[config.mk]
export PLATFORM = sky130hd
export DESIGN_NAME = mtg_front
export DESIGN_NICKNAME = d
export VERILOG_FILES = /design/src/hw/rtl/mtg_pkg.sv /design/src/hw/rtl/mtg_front.sv
export SDC_FILE = /design/constraint.sdc
export NUM_CORES = 1
export LEC_CHECK = 0
export ABC_AREA = 1
export BUFFER_PORTS_ARGS = -buffer_cell sky130_fd_sc_hd__buf_2
export CAP_MARGIN = 20
export CORE_UTILIZATION = 50
export DETAILED_ROUTE_END_ITERATION = 10
export PLACE_DENSITY = 0.76
export SLEW_MARGIN = 10
export SYNTH_ARGS = -nofsm -noshare
export SYNTH_HDL_FRONTEND = slang
export SYNTH_SLANG_ARGS = --single-unit
[constraint.sdc]
create_clock -name clk -period 3.2 [get_ports clk]
set_input_delay 0.32 -clock clk [delete_from_list [all_inputs] [get_ports clk]]
set_output_delay 0.32 -clock clk [all_outputs]
set_load 0.03 [all_outputs]
[src/hw/rtl/mtg_pkg.sv]
package mtg_pkg;

  localparam int STATE_WORDS  = 624;
  localparam int TWIST_OFFSET = 397;
  localparam int IDX_W        = 10;
  localparam int QUEUE_DEPTH  = 2;

  localparam logic [IDX_W-1:0] LAST_IDX  = IDX_W'(STATE_WORDS - 1);
  localparam logic [IDX_W-1:0] FAR_WRAP  = IDX_W'(STATE_WORDS - TWIST_OFFSET);
  localparam logic [IDX_W-1:0] FAR_STEP  = IDX_W'(TWIST_OFFSET);

  localparam logic [31:0] INIT_MULT  = 32'd1812433253;
  localparam logic [31:0] UPPER_MASK = 32'h8000_0000;
  localparam logic [31:0] LOWER_MASK = 32'h7fff_ffff;
  localparam logic [31:0] MATRIX_A   = 32'd2567483615;
  localparam logic [31:0] TEMPER_B   = 32'd2636928640;
  localparam logic [31:0] TEMPER_C   = 32'd4022730752;

  localparam logic OP_DRAW   = 1'b0;
  localparam logic OP_RESEED = 1'b1;

  typedef struct packed {
    logic        reseed;
    logic [31:0] seed;
  } cmd_t;

  function automatic logic [31:0] temper(input logic [31:0] x);
    logic [31:0] y;
    y = x ^ (x >> 11);
    y = y ^ ((y << 7) & TEMPER_B);
    y = y ^ ((y << 15) & TEMPER_C);
    y = y ^ (y >> 18);
    return y;
  endfunction

endpackage

[src/hw/rtl/mtg_front.sv]
module mtg_front (
  input  logic          clk,
  input  logic          rst,
  input  logic          in_valid,
  output logic          in_stall,
  input  logic          operation,
  input  logic [31:0]   seed,
  output logic          cmd_valid,
  output mtg_pkg::cmd_t cmd,
  input  logic          cmd_pop
);
  import mtg_pkg::*;

  cmd_t       q_mem [QUEUE_DEPTH];
  logic       wr_ptr;
  logic       rd_ptr;
  logic [1:0] count;
  logic       push;
  logic       pop;

  assign in_stall  = (count == 2'(QUEUE_DEPTH));
  assign push      = in_valid && !in_stall;
  assign cmd_valid = (count != 2'd0);
  assign pop       = cmd_pop && cmd_valid;
  assign cmd       = q_mem[rd_ptr];

  always_ff @(posedge clk) begin
    if (push) begin
      q_mem[wr_ptr].reseed <= (operation == OP_RESEED);
      q_mem[wr_ptr].seed   <= seed;
    end
  end

  always_ff @(posedge clk) begin
    if (rst) begin
      wr_ptr <= 1'b0;
      rd_ptr <= 1'b0;
      count  <= 2'd0;
    end else begin
      if (push) wr_ptr <= ~wr_ptr;
      if (pop)  rd_ptr <= ~rd_ptr;
      if (push && !pop) begin
        count <= count + 2'd1;
      end else if (pop && !push) begin
        count <= count - 2'd1;
      end
    end
  end

endmodule

## Yosys cells after proc, flatten, opt, wreduce, memory -nomap -nowiden

Memories as Yosys holds them, arrays and structs flattened. A register that Yosys moved wholly into a read port is not among the register bits.
Index checks and enable logic that the tools add are counted.

- Register bits after elaboration: 4
- Output and inout bits: 35
- Memories kept: 1
- Input port bits: 37
- Memory bits (writable): 66
- Logic and storage cells: 24

Memories:

| name | depth | width | read ports | clocked after Yosys merged registers in | write ports | RTL line | RTL |
|---|---|---|---|---|---|---|---|
| q_mem | 2 | 33 | 1 | 1 | 1 | mtg_front.sv:14 | `cmd_t q_mem [QUEUE_DEPTH];` |

- Muxes and demuxes: 6
- $add $sub $neg: 2
- Equality and inequality tests: 1
- Reductions and logical operators: 9
- Bitwise operators: 2

Operators by type and width:

| kind | number |
|---|---|
| logical AND 1 bit | 4 |
| 2-to-1 mux 1 bit | 4 |
| 2-to-1 mux 2 bit | 2 |
| nonzero test 2 bit | 2 |
| logical NOT 1 bit | 3 |
| adder 2 x 1 -> 2 bit (second input constant) | 1 |
| == test 2 bit (second input constant) | 1 |
| inverter 1 bit | 2 |
| subtractor 2 x 1 -> 2 bit (second input constant) | 1 |

## Logic depth before layout (Yosys ltp)

Gate-level depths: netlist of the first run.

- Depth after elaboration: 7
- Gate-level depth with buffers: 10
- Gate-level depth less buffers: 10

## Worst setup path after synthesis of the first run

Ideal clock, no wire load.

- Kind: flip-flop to flip-flop
- Start: reg count[1]
- End: mem q_mem[1][0] in the netlist's numbering, enable pin
- Buffers on the path: 0
- Data required time: 2.777 ns
- Path slack: 0.905 ns
- Data arrival time: 1.872 ns
- Library setup time: 0.423 ns
- Period minus slack after synthesis: 2.295 ns
- Stages on the path, launching flop included: 4
- Cells stage by stage: dfxtp_1 -> inv_1 -> o21ai_2 -> nor2_1

- Cells in the longest elaborated chain, start to end: 5

Ends and longest elaborated chain:

| element | RTL line | RTL |
|---|---|---|
| start, declared | mtg_front.sv:17 | `logic [1:0] count;` |
| start signal, assigned | mtg_front.sv:43 | `count <= count + 2'd1;` |
| start signal, assigned | mtg_front.sv:45 | `count <= count - 2'd1;` |
| == test 2 bit | mtg_front.sv:21 | `assign in_stall = (count == 2'(QUEUE_DEPTH));` |
| logical NOT 1 bit | mtg_front.sv:22 | `assign push = in_valid && !in_stall;` |
| logical AND 1 bit | mtg_front.sv:22 |  |
| 2-to-1 mux 1 bit | mtg_front.sv:28 | `if (push) begin` |
| 2-to-1 mux 1 bit (implied by the code) | mtg_front.sv:30 | `q_mem[wr_ptr].seed <= seed;` |
| end, declared | mtg_front.sv:14 |  |

Every way passes these cells.

==> results of run 1 <==
-- placed cells by master (no fill, tap or decap), drive strengths merged, types with 2 or more instances in the layout --
cell	Yosys	routed
nor2	8	8
edfxtp	66	66
dfxtp	5	5
clkbuf	0	15
nand2	7	7
nand3	2	2
buf	4	72
o21ai	3	3
a21oi	2	2
inv	8	8
mux2	33	33
-- cell families after synthesis --
kind of cell | Yosys count | synth area share, %
AOI/OAI and AO/OA | 5 | 1.03
buffers and inverters | 12 | 3.64
muxes | 33 | 17.4
and+or+nand+nor | 18 | 2.61
adders and majority gates | 1 | 0.450
DFF | 71 | 74.9
-- power breakdown --
group,internal (mW),total [mW],switching [mW]
clock,0.323,0.617,0.294
sequential,1.18,1.26,0.0804
combinational,0.329,0.838,0.508
-- routing by layer --
layer  vias to the layer above  GRT usage, %  routed length (um)
li1                        682             -                   -
met1                       650          17.6                1760
met2                        48          25.2                2160
met3                        13          4.43                 202
met4                         0          10.6                 115
met5                         -             0                   0
-- through the flow --
stage                     util (%)  setup slack, ns
after floorplan                  -            0.905
after global placement        60.7             1.23
after detailed placement      60.7             1.20
after CTS                     63.9            0.843
after global routing          63.9            0.777
final                         63.9            0.883
-- layout make-up --
cell class	instances	area [um2]	share of cell area (%)
sequential	71	2080	62.2
clock inverter	1	3.75	0.112
multi-input combinational	57	613	18.3
clock buffer	15	166	4.97
timing repair buffer	72	363	10.8
inverter	8	30.0	0.897
tap	70	87.6	2.62
-- worst register-to-register path, delay by kind of cell (launching register included) --
kind,cells,cell delay (ns)
AO/OA/AOI/OAI,1,0.13
buffers and inverters,1,0.12
flip-flops,1,0.31
AND/OR/NAND/NOR,1,0.75
-- how the worst max path moves through the flow --
stage          cells after the start     start  slack (ns)     endpoint
2_1_floorplan                      3  count[1]        0.91  q_mem[1][0]
3_3_place_gp                       3      flop        1.23      cmd[13]
3_5_place_dp                       3      flop        1.20       cmd[5]
4_1_cts                            3      flop        0.84       cmd[5]
5_1_grt                            3      flop        0.78      cmd[12]
6_report                           3      flop        0.88       cmd[5]
-- state kept, by name, summed over array words and instances (netlist names), named ones only --
register / count
q_mem: 66
rd_ptr: 1
count: 2
wr_ptr: 1
==> flow_metrics.tcl, run 1 <==
set metrics [dict create \
    post-route-drc-count 0 \
    fp.dieW_um 76.6 \
    r2r-start "count[1]" \
    critPathMaxStageDelay_ns 0.81 \
    synth_largest_area_cell "edfxtp_1" \
    syn_area_per_cell_um2 19.9 \
    cts_tree "done" \
    synth_most_common_cell "edfxtp_1" \
    critPathBufInv 2 \
    cts_setup_buffers 0 \
    r2r_end "q_mem[0][10]" \
    timing.critical_path.cells "buf_4 -> mux2_4 -> buf_2" \
    crit_type "reg2out" \
    status "complete, no violations" \
    crit_path_start_kind "flop" \
    synthCells 140 \
    cts_hold_buf 0 \
    synth_area_um2 2780 \
    ys_seq_area_share_pct 74.9 \
    grt_pass1_wl_mm 6.55 \
    clock_sinks 71 \
    areaGrowthSynthToFinish_pct 20.3 \
    start_util_pct 53.1 \
    n_fill_cell 386 \
    clk_pin_slew_ns 0.07 \
    coreArea_um2 5240 \
    reg2reg_depth 3 \
    dieArea_um2 5870 \
    synthDistinctLibCells 15 \
    first_pass_iters 4 \
    drive_gt1_share_pct 53.6 \
    peakVddDrop_v 0.000458 \
    yosys_register_bits 71 \
    finalCritPeriodShare_pct 72.4 \
    port-buffer-count 71 \
    drt-initial-drc-count 75 \
    power_density_nw_per_um2 811 \
    fin_cells 294 \
    synth-main-ff-cell "edfxtp_1" \
    overflow 0 \
    rsz0062_at_grt "false" \
    grt_pass1_vias 1405 \
    worstSkewPairLatency_ns 0.33 \
    syn-num-nets 178 \
    clock_path_buffers 2 \
    max-slew-margin-rel_pct 35.7 \
    leakage_nw 1.35 \
    ant_nets 0 \
    rrSetupSlack_ns 1.50 \
    skew_ns 0.00536 \
    wire_per_inst_um 14.4 \
    dp_cells 278 \
    vias 1393 \
    globalplace.congestion 0.644 \
    critPathMaxFanout 23 \
    via_per_inst 4.74 \
    synth.area.top_cells "edfxtp_1 71%, mux2_4 16%, dfxtp_1 3.6%" \
    die_y_um 76.6 \
    ios 72 \
    p_total_mw 2.71 \
    maxCapViolations 0 \
    fmax_ghz 0.432 \
    worstHoldEndpoint "q_mem[0][12]" \
    cts_root_buf "clkbuf_8" \
    ys_warn_count 0 \
    synth_top_cells_by_count "66 x edfxtp_1, 30 x mux2_4, 8 x inv_1, 8 x nor2_1, 7 x nand2_1" \
    nets 257 \
    fin_area_um2 3350 \
    worstSetupEndpointType "output port" \
    required_ns 2.88 \
    hp-start "seed[12]" \
    totalNegativeSetupSlack_ns 0 \
    hold_path_class "in2reg" \
    dp_hpwl_mm 2.79 \
    hold_viol 0 \
    cts_max_level 3 \
    worst_pin_slew_ns 0.962 \
    grt_max_degree 34 \
    cts_resized 0 \
    synthArstFlopShare_pct 0 \
    routed_wl_mm 4.23 \
    slew_violations 0 \
    arrival_ns 2.00 \
    synth-edff-count 66 \
    post-route-min-period_ns 2.32 \
    whs_ns 0.176 \
    n_antenna_cell 0 \
    setup_viol 0 \
    whs_path_depth 1 \
    place_area_um2 3180 \
    yosysTopAreaCellShare_pct 71.3 \
    num_rows 26 \
    numCtsBuffers 9 \
    antenna_found_initial 0 \
    crit_family "flip-flops" \
    grt_util_all_layers_pct 15.5 \
    cp_slowest_cell "dfxtp_2" \
]
Power figures use the tool's default switching activity.
==> run 2, diff against run 1 <==
==> constraint.sdc (replaced) <==
create_clock -name clk -period 2.2 [get_ports clk]
set_input_delay 0.22 -clock clk [delete_from_list [all_inputs] [get_ports clk]]
set_output_delay 0.22 -clock clk [all_outputs]
set_load 0.03 [all_outputs]
==> run 2 against run 1 <==
Combinational power increased by 56%. Sequential power increased by 40%. Core utilization increased by 0.91 points. Via count increased by 3.4%. Sequential cell count unchanged. Sequential share of layout area decreased by 0.87 points. Wire length increased by 1.3%. Critical path depth unchanged. Global-route usage increased by 0.44 points. Register-to-register slack got worse by 0.84 ns. Die area unchanged. Critical endpoint is now cmd[25]. Largest cell class unchanged. Largest power group unchanged.
==> flow_metrics.tcl, run 2 (synthesis gave the netlist of run 1 again) <==
set metrics [dict create \
    dp_hpwl_mm 3.04 \
    clk_pin_slew_ns 0.06 \
    clock_sinks 71 \
    worstSetupEndpointType "output port" \
    reg.largest.list "q_mem x66, count x2" \
    dieArea_um2 5870 \
    layout_common_cells "71 x buf_2, 66 x edfxtp_1, 30 x mux2_4" \
    fin_cells 299 \
    ant_nets 0 \
    die_y_um 76.6 \
    reg2reg_depth 9 \
    arrival_ns 1.59 \
    areaGrowthSynthToFinish_pct 22.0 \
    numCtsBuffers 9 \
    grt_max_degree 24 \
    power_density_nw_per_um2 1180 \
    start_util_pct 53.1 \
    worst_slack_ns 0.389 \
    grt_pass1_wl_mm 6.70 \
    required_ns 1.98 \
    port-buffer-count 71 \
    rrSetupSlack_ns 0.66 \
    n_antenna_cell 0 \
    n_fill_cell 387 \
    peakVddDrop_v 0.000853 \
    leakage_nw 1.38 \
    rsz0062_at_grt "false" \
    vias 1440 \
    r2r-start "count[1]" \
    clock_path_buffers 2 \
    globalplace.congestion 0.711 \
    worstHoldEndpoint "q_mem[1][3]" \
    antenna_found_initial 0 \
    max-slew-margin-rel_pct 69.5 \
    nets 262 \
    status "complete, no violations" \
    whs_ns 0.0699 \
    setup_viol 0 \
    overflow 0 \
    finalCritPeriodShare_pct 82.3 \
    seqCellArea_um2 2080 \
    skew_ns 0.00456 \
    worst_pin_slew_ns 0.456 \
    hold_viol 0 \
    first_pass_iters 4 \
    whs_path_depth 1 \
    worstSkewPairLatency_ns 0.33 \
    cts_setup_buffers 0 \
    via_per_inst 4.82 \
    r2r_end "count[1]" \
    fp.dieW_um 76.6 \
    dp_slack_ns 0.663 \
    post-route-drc-count 0 \
    wire_per_inst_um 14.3 \
    multi_input_area_um2 613 \
    cts_hold_buf 0 \
    largest_reg_flops 66 \
    dp_cells 283 \
    post-route-min-period_ns 1.81 \
    coreArea_um2 5240 \
    grt_pass1_vias 1443 \
    critPathMaxFanout 23 \
    layout_commonest_cell "buf_2" \
    cts_root_buf "clkbuf_8" \
    hold_path_class "in2reg" \
    crit_path_start_kind "flop" \
    routed_wl_mm 4.29 \
    fin_area_um2 3390 \
    fmax_ghz 0.552 \
    cts_tree "done" \
    cts_max_level 3 \
    crit_type "reg2out" \
    top_register "q_mem" \
    drive_gt1_share_pct 55.0 \
    grt_util_all_layers_pct 15.9 \
    maxCapViolations 0 \
    drt-initial-drc-count 69 \
    ios 72 \
    num_rows 26 \
    slew_violations 0 \
    hp-start "seed[3]" \
    cts_resized 0 \
    place_area_um2 3210 \
]
==> run 2: cell types whose count changed in the layout (fill, tap and decap cells not counted), sizes merged <==
cell	change
buf	+5
==> run 2: power breakdown <==
part	switching [mW]	internal (mW)	total, mW	leakage (nW)
clock	0.422	0.500	0.922	0.0914
sequential	0.0599	1.71	1.77	0.657
combinational	0.809	0.502	1.31	0.631
total	1.29	2.71	4.00	1.38
==> run 2: cell type report <==
type | count | area share, %
flip-flops and latches | 71 | 61.4
multi-input cells | 57 | 18.1
repair buffers | 77 | 11.8
clock buffers | 15 | 5.20
well taps | 70 | 2.58
inverters | 8 | 0.885
clock inverters | 1 | 0.111
==> run 2: stage by stage <==
step | TNS (ns) | power, mW | utilization, %
final | 0 | 4.00 | 64.8
after global routing | 0 | 4.19 | 64.8
after CTS | 0 | 4.05 | 64.8
after detailed placement | 0 | 3.13 | 61.4
after global placement | 0 | 3.10 | 61.4
after floorplan | -6.25 | 2.85 | -
==> run 2: how the worst max path moves through the flow <==
stage,start,end,slack [ns],cells past startpoint
finish,flop,cmd[25],0.39,3
global route,flop,cmd[24],0.30,3
CTS,flop,cmd[24],0.35,3
detailed placement,count[1],q_mem[0][14],0.66,4
global placement,count[1],q_mem[0][14],0.72,4
floorplan,count[1],q_mem[1][0],-0.09,3
==> run 2: layer usage <==
| metal | GRT usage [%] | vias up | share of wire [%] |
|---|---|---|---|
| met5 | 0 | - | 0 |
| met4 | 11.5 | 0 | 3.1 |
| met3 | 4.79 | 13 | 5.2 |
| met2 | 26.3 | 48 | 53 |
| met1 | 17.3 | 685 | 39 |
| li1 | - | 694 | - |
==> run 2: critical path, cell delays in order (launching register included) <==
cell,delay [ns]
dfxtp_2,0.32
buf_4,0.36
mux2_2,0.38
buf_2,0.18
==> run 3, diff against run 2 <==
--- a/config.mk
+++ b/config.mk
@@ -5,12 +5,12 @@
 export SDC_FILE = /design/constraint.sdc
 export NUM_CORES = 1
 export LEC_CHECK = 0
-export ABC_AREA = 1
+export ABC_AREA = 0
 export BUFFER_PORTS_ARGS = -buffer_cell sky130_fd_sc_hd__buf_2
 export CAP_MARGIN = 20
 export CORE_UTILIZATION = 50
 export DETAILED_ROUTE_END_ITERATION = 10
-export PLACE_DENSITY = 0.76
+export PLACE_DENSITY = 0.77
 export SLEW_MARGIN = 10
 export SYNTH_ARGS = -nofsm -noshare
 export SYNTH_HDL_FRONTEND = slang
==> constraint.sdc (replaced) <==
create_clock -name clk -period 1.8 [get_ports clk]
set_input_delay 0.18 -clock clk [delete_from_list [all_inputs] [get_ports clk]]
set_output_delay 0.18 -clock clk [all_outputs]
set_load 0.03 [all_outputs]
==> run 3 against run 2 <==
Final area down 5.1%. Critical endpoint is now cmd[19]. Clock skew up 0.00083 ns. First-iteration DRC count fell by 51%. Register-to-register slack got worse by 0.44 ns.
==> flow_metrics.tcl, run 3 <==
set metrics [dict create \
    antenna_found_initial 0 \
    slew_violations 0 \
    routed_wl_mm 4.30 \
    cp_slowest_cell "mux2_2" \
    first_pass_iters 4 \
    setup_viol 0 \
    power_density_nw_per_um2 1470 \
    synthArstFlopShare_pct 0 \
    grt_pass1_wl_mm 6.22 \
    grt_max_degree 27 \
    port-buffer-count 71 \
    syn-num-nets 166 \
    leakage_nw 1.22 \
    n_fill_cell 332 \
    overflow 0 \
    drive_gt1_share_pct 58.6 \
    post-route-drc-count 0 \
    synth_top_cells_by_count "66 x edfxtp_1, 33 x mux2_2, 5 x dfxtp_1, 4 x buf_2, 4 x nor2_1" \
    ant_nets 0 \
    maxCapViolations 0 \
    rrSetupSlack_ns 0.22 \
    dieArea_um2 5480 \
    grt_pass1_vias 1371 \
    ys_seq_area_share_pct 80.3 \
    n_antenna_cell 0 \
    num_rows 25 \
    via_per_inst 4.88 \
    ios 72 \
    fp.dieW_um 74.0 \
    fin_cells 282 \
    reg.largest.list "q_mem x66, count x2" \
    crit_path_start_kind "flop" \
    skew_ns 0.00539 \
    cts_root_buf "clkbuf_8" \
    hold_viol 0 \
    critPathMaxFanout 21 \
    synth.area.top_cells "edfxtp_1 76%, mux2_2 14%, dfxtp_1 3.9%" \
    multi_input_area_um2 485 \
    largest_reg_flops 66 \
    cts_setup_buffers 0 \
    layout_common_cells "71 x buf_2, 66 x edfxtp_1, 33 x mux2_2" \
    syn_area_per_cell_um2 20.3 \
    top_register "q_mem" \
    timing.critical_path.cells "buf_4 -> mux2_2 -> buf_2" \
    nets 249 \
    yosysTopAreaCellShare_pct 76.4 \
    globalplace.congestion 0.685 \
    required_ns 1.62 \
    synthDistinctLibCells 14 \
    cts_resized 0 \
    clk_pin_slew_ns 0.07 \
    dp_cells 267 \
    dp_hpwl_mm 3.02 \
    r2r-start "count[0]" \
    clock_sinks 71 \
    r2r_end "count[1]" \
    worstSkewPairLatency_ns 0.33 \
    worstHoldEndpoint "q_mem[1][28]" \
    die_y_um 74.0 \
    layout_commonest_cell "buf_2" \
    crit_type "reg2out" \
    peakVddDrop_v 0.000903 \
    seqCellArea_um2 2080 \
    drt-initial-drc-count 34 \
    cts_hold_buf 0 \
    areaGrowthSynthToFinish_pct 24.2 \
    wire_per_inst_um 15.2 \
    totalNegativeSetupSlack_ns 0 \
    synth_most_common_cell "edfxtp_1" \
    fmax_ghz 0.591 \
    post-route-min-period_ns 1.69 \
    coreArea_um2 4850 \
    synth-edff-count 66 \
    critPathMaxStageDelay_ns 0.39 \
    start_util_pct 53.5 \
    worstSetupEndpointType "output port" \
    clock_path_buffers 2 \
    synth_area_um2 2590 \
    vias 1375 \
    synth-main-ff-cell "edfxtp_1" \
    cts_tree "done" \
    grt_util_all_layers_pct 16.7 \
    hold_path_class "in2reg" \
    finalCritPeriodShare_pct 94.0 \
    yosys_register_bits 71 \
    synth_largest_area_cell "edfxtp_1" \
    hp-start "seed[28]" \
    synthCells 128 \
    rsz0062_at_grt "false" \
    arrival_ns 1.51 \
    ys_warn_count 0 \
    max-slew-margin-rel_pct 76.5 \
    reg2reg_depth 4 \
    whs_path_depth 1 \
    worst_pin_slew_ns 0.348 \
    status "complete, no violations" \
    numCtsBuffers 9 \
    cts_max_level 3 \
]
## run 3: cell type report
type / count / share of cell area (%)
Sequential cell: 71 / 64.6
Multi-Input combinational cell: 51 / 15.1
Timing Repair Buffer: 76 / 12.6
Clock buffer: 10 / 3.96
Tap cell: 67 / 2.60
Clock inverter: 5 / 0.816
Inverter: 2 / 0.350
## run 3: per-stage QoR
step                      hold WS, ns  worst slack, ns  instance area, um2  total power [mW]  util, %
after global routing           0.0242           0.0450                3220              4.95     66.5
after detailed placement        0.373            0.211                3070              3.79     63.3
after global placement          0.368            0.323                3070              3.74     63.3
after floorplan                 0.249           0.0183                2600              3.34        -
final                          0.0379            0.107                3220              4.74     66.5
after CTS                      0.0186           0.0896                3220              4.80     66.5
## run 3: critical path: cells and delay by family (launching register included)
kind	cells	cell delay, ns
buf+inv	2	0.47
flops	1	0.33
mux	1	0.39
## run 3: worst max-delay path by stage
stage	start	to	slack, ns	cells past startpoint
finish	flop	cmd[19]	0.11	3
global placement	count[1]	q_mem[0][23]	0.32	4
CTS	flop	cmd[19]	0.09	3
global route	flop	cmd[19]	0.05	3
floorplan	count[1]	q_mem[0][0]	0.02	3
detailed placement	count[0]	count[1]	0.21	4
## run 3: logic make-up (layout without fill, tap and decap cells)
group                    after synthesis  count (layout)  share of synthesized area [%]
AND/OR/NAND/NOR                        9               9                           1.88
adder cells (fa/ha/maj)                1               1                          0.482
multiplexers                          33              33                           14.3
flip-flops                            71              71                           80.3
buffers and inverters                  6              93                           1.06
AO/OA/AOI/OAI                          5               5                          0.965
XOR/XNOR                               3               3                           1.01
## run 3: report_power, final
group          switching [mW]  total [mW]  leakage [nW]  internal [mW]
Combinational            1.01        1.59         0.486          0.574
Clock                   0.521        1.00        0.0793          0.480
Sequential             0.0738        2.15         0.658           2.08
## run 3: metal layers
| metal | vias up | GRT usage [%] | share of wire (%) |
|---|---|---|---|
| li1 | 659 | - | - |
| met1 | 651 | 18.7 | 40 |
| met3 | 10 | 5.69 | 6.4 |
| met2 | 55 | 28.3 | 52 |
| met5 | - | 0 | 0 |
| met4 | 0 | 8.97 | 1.9 |
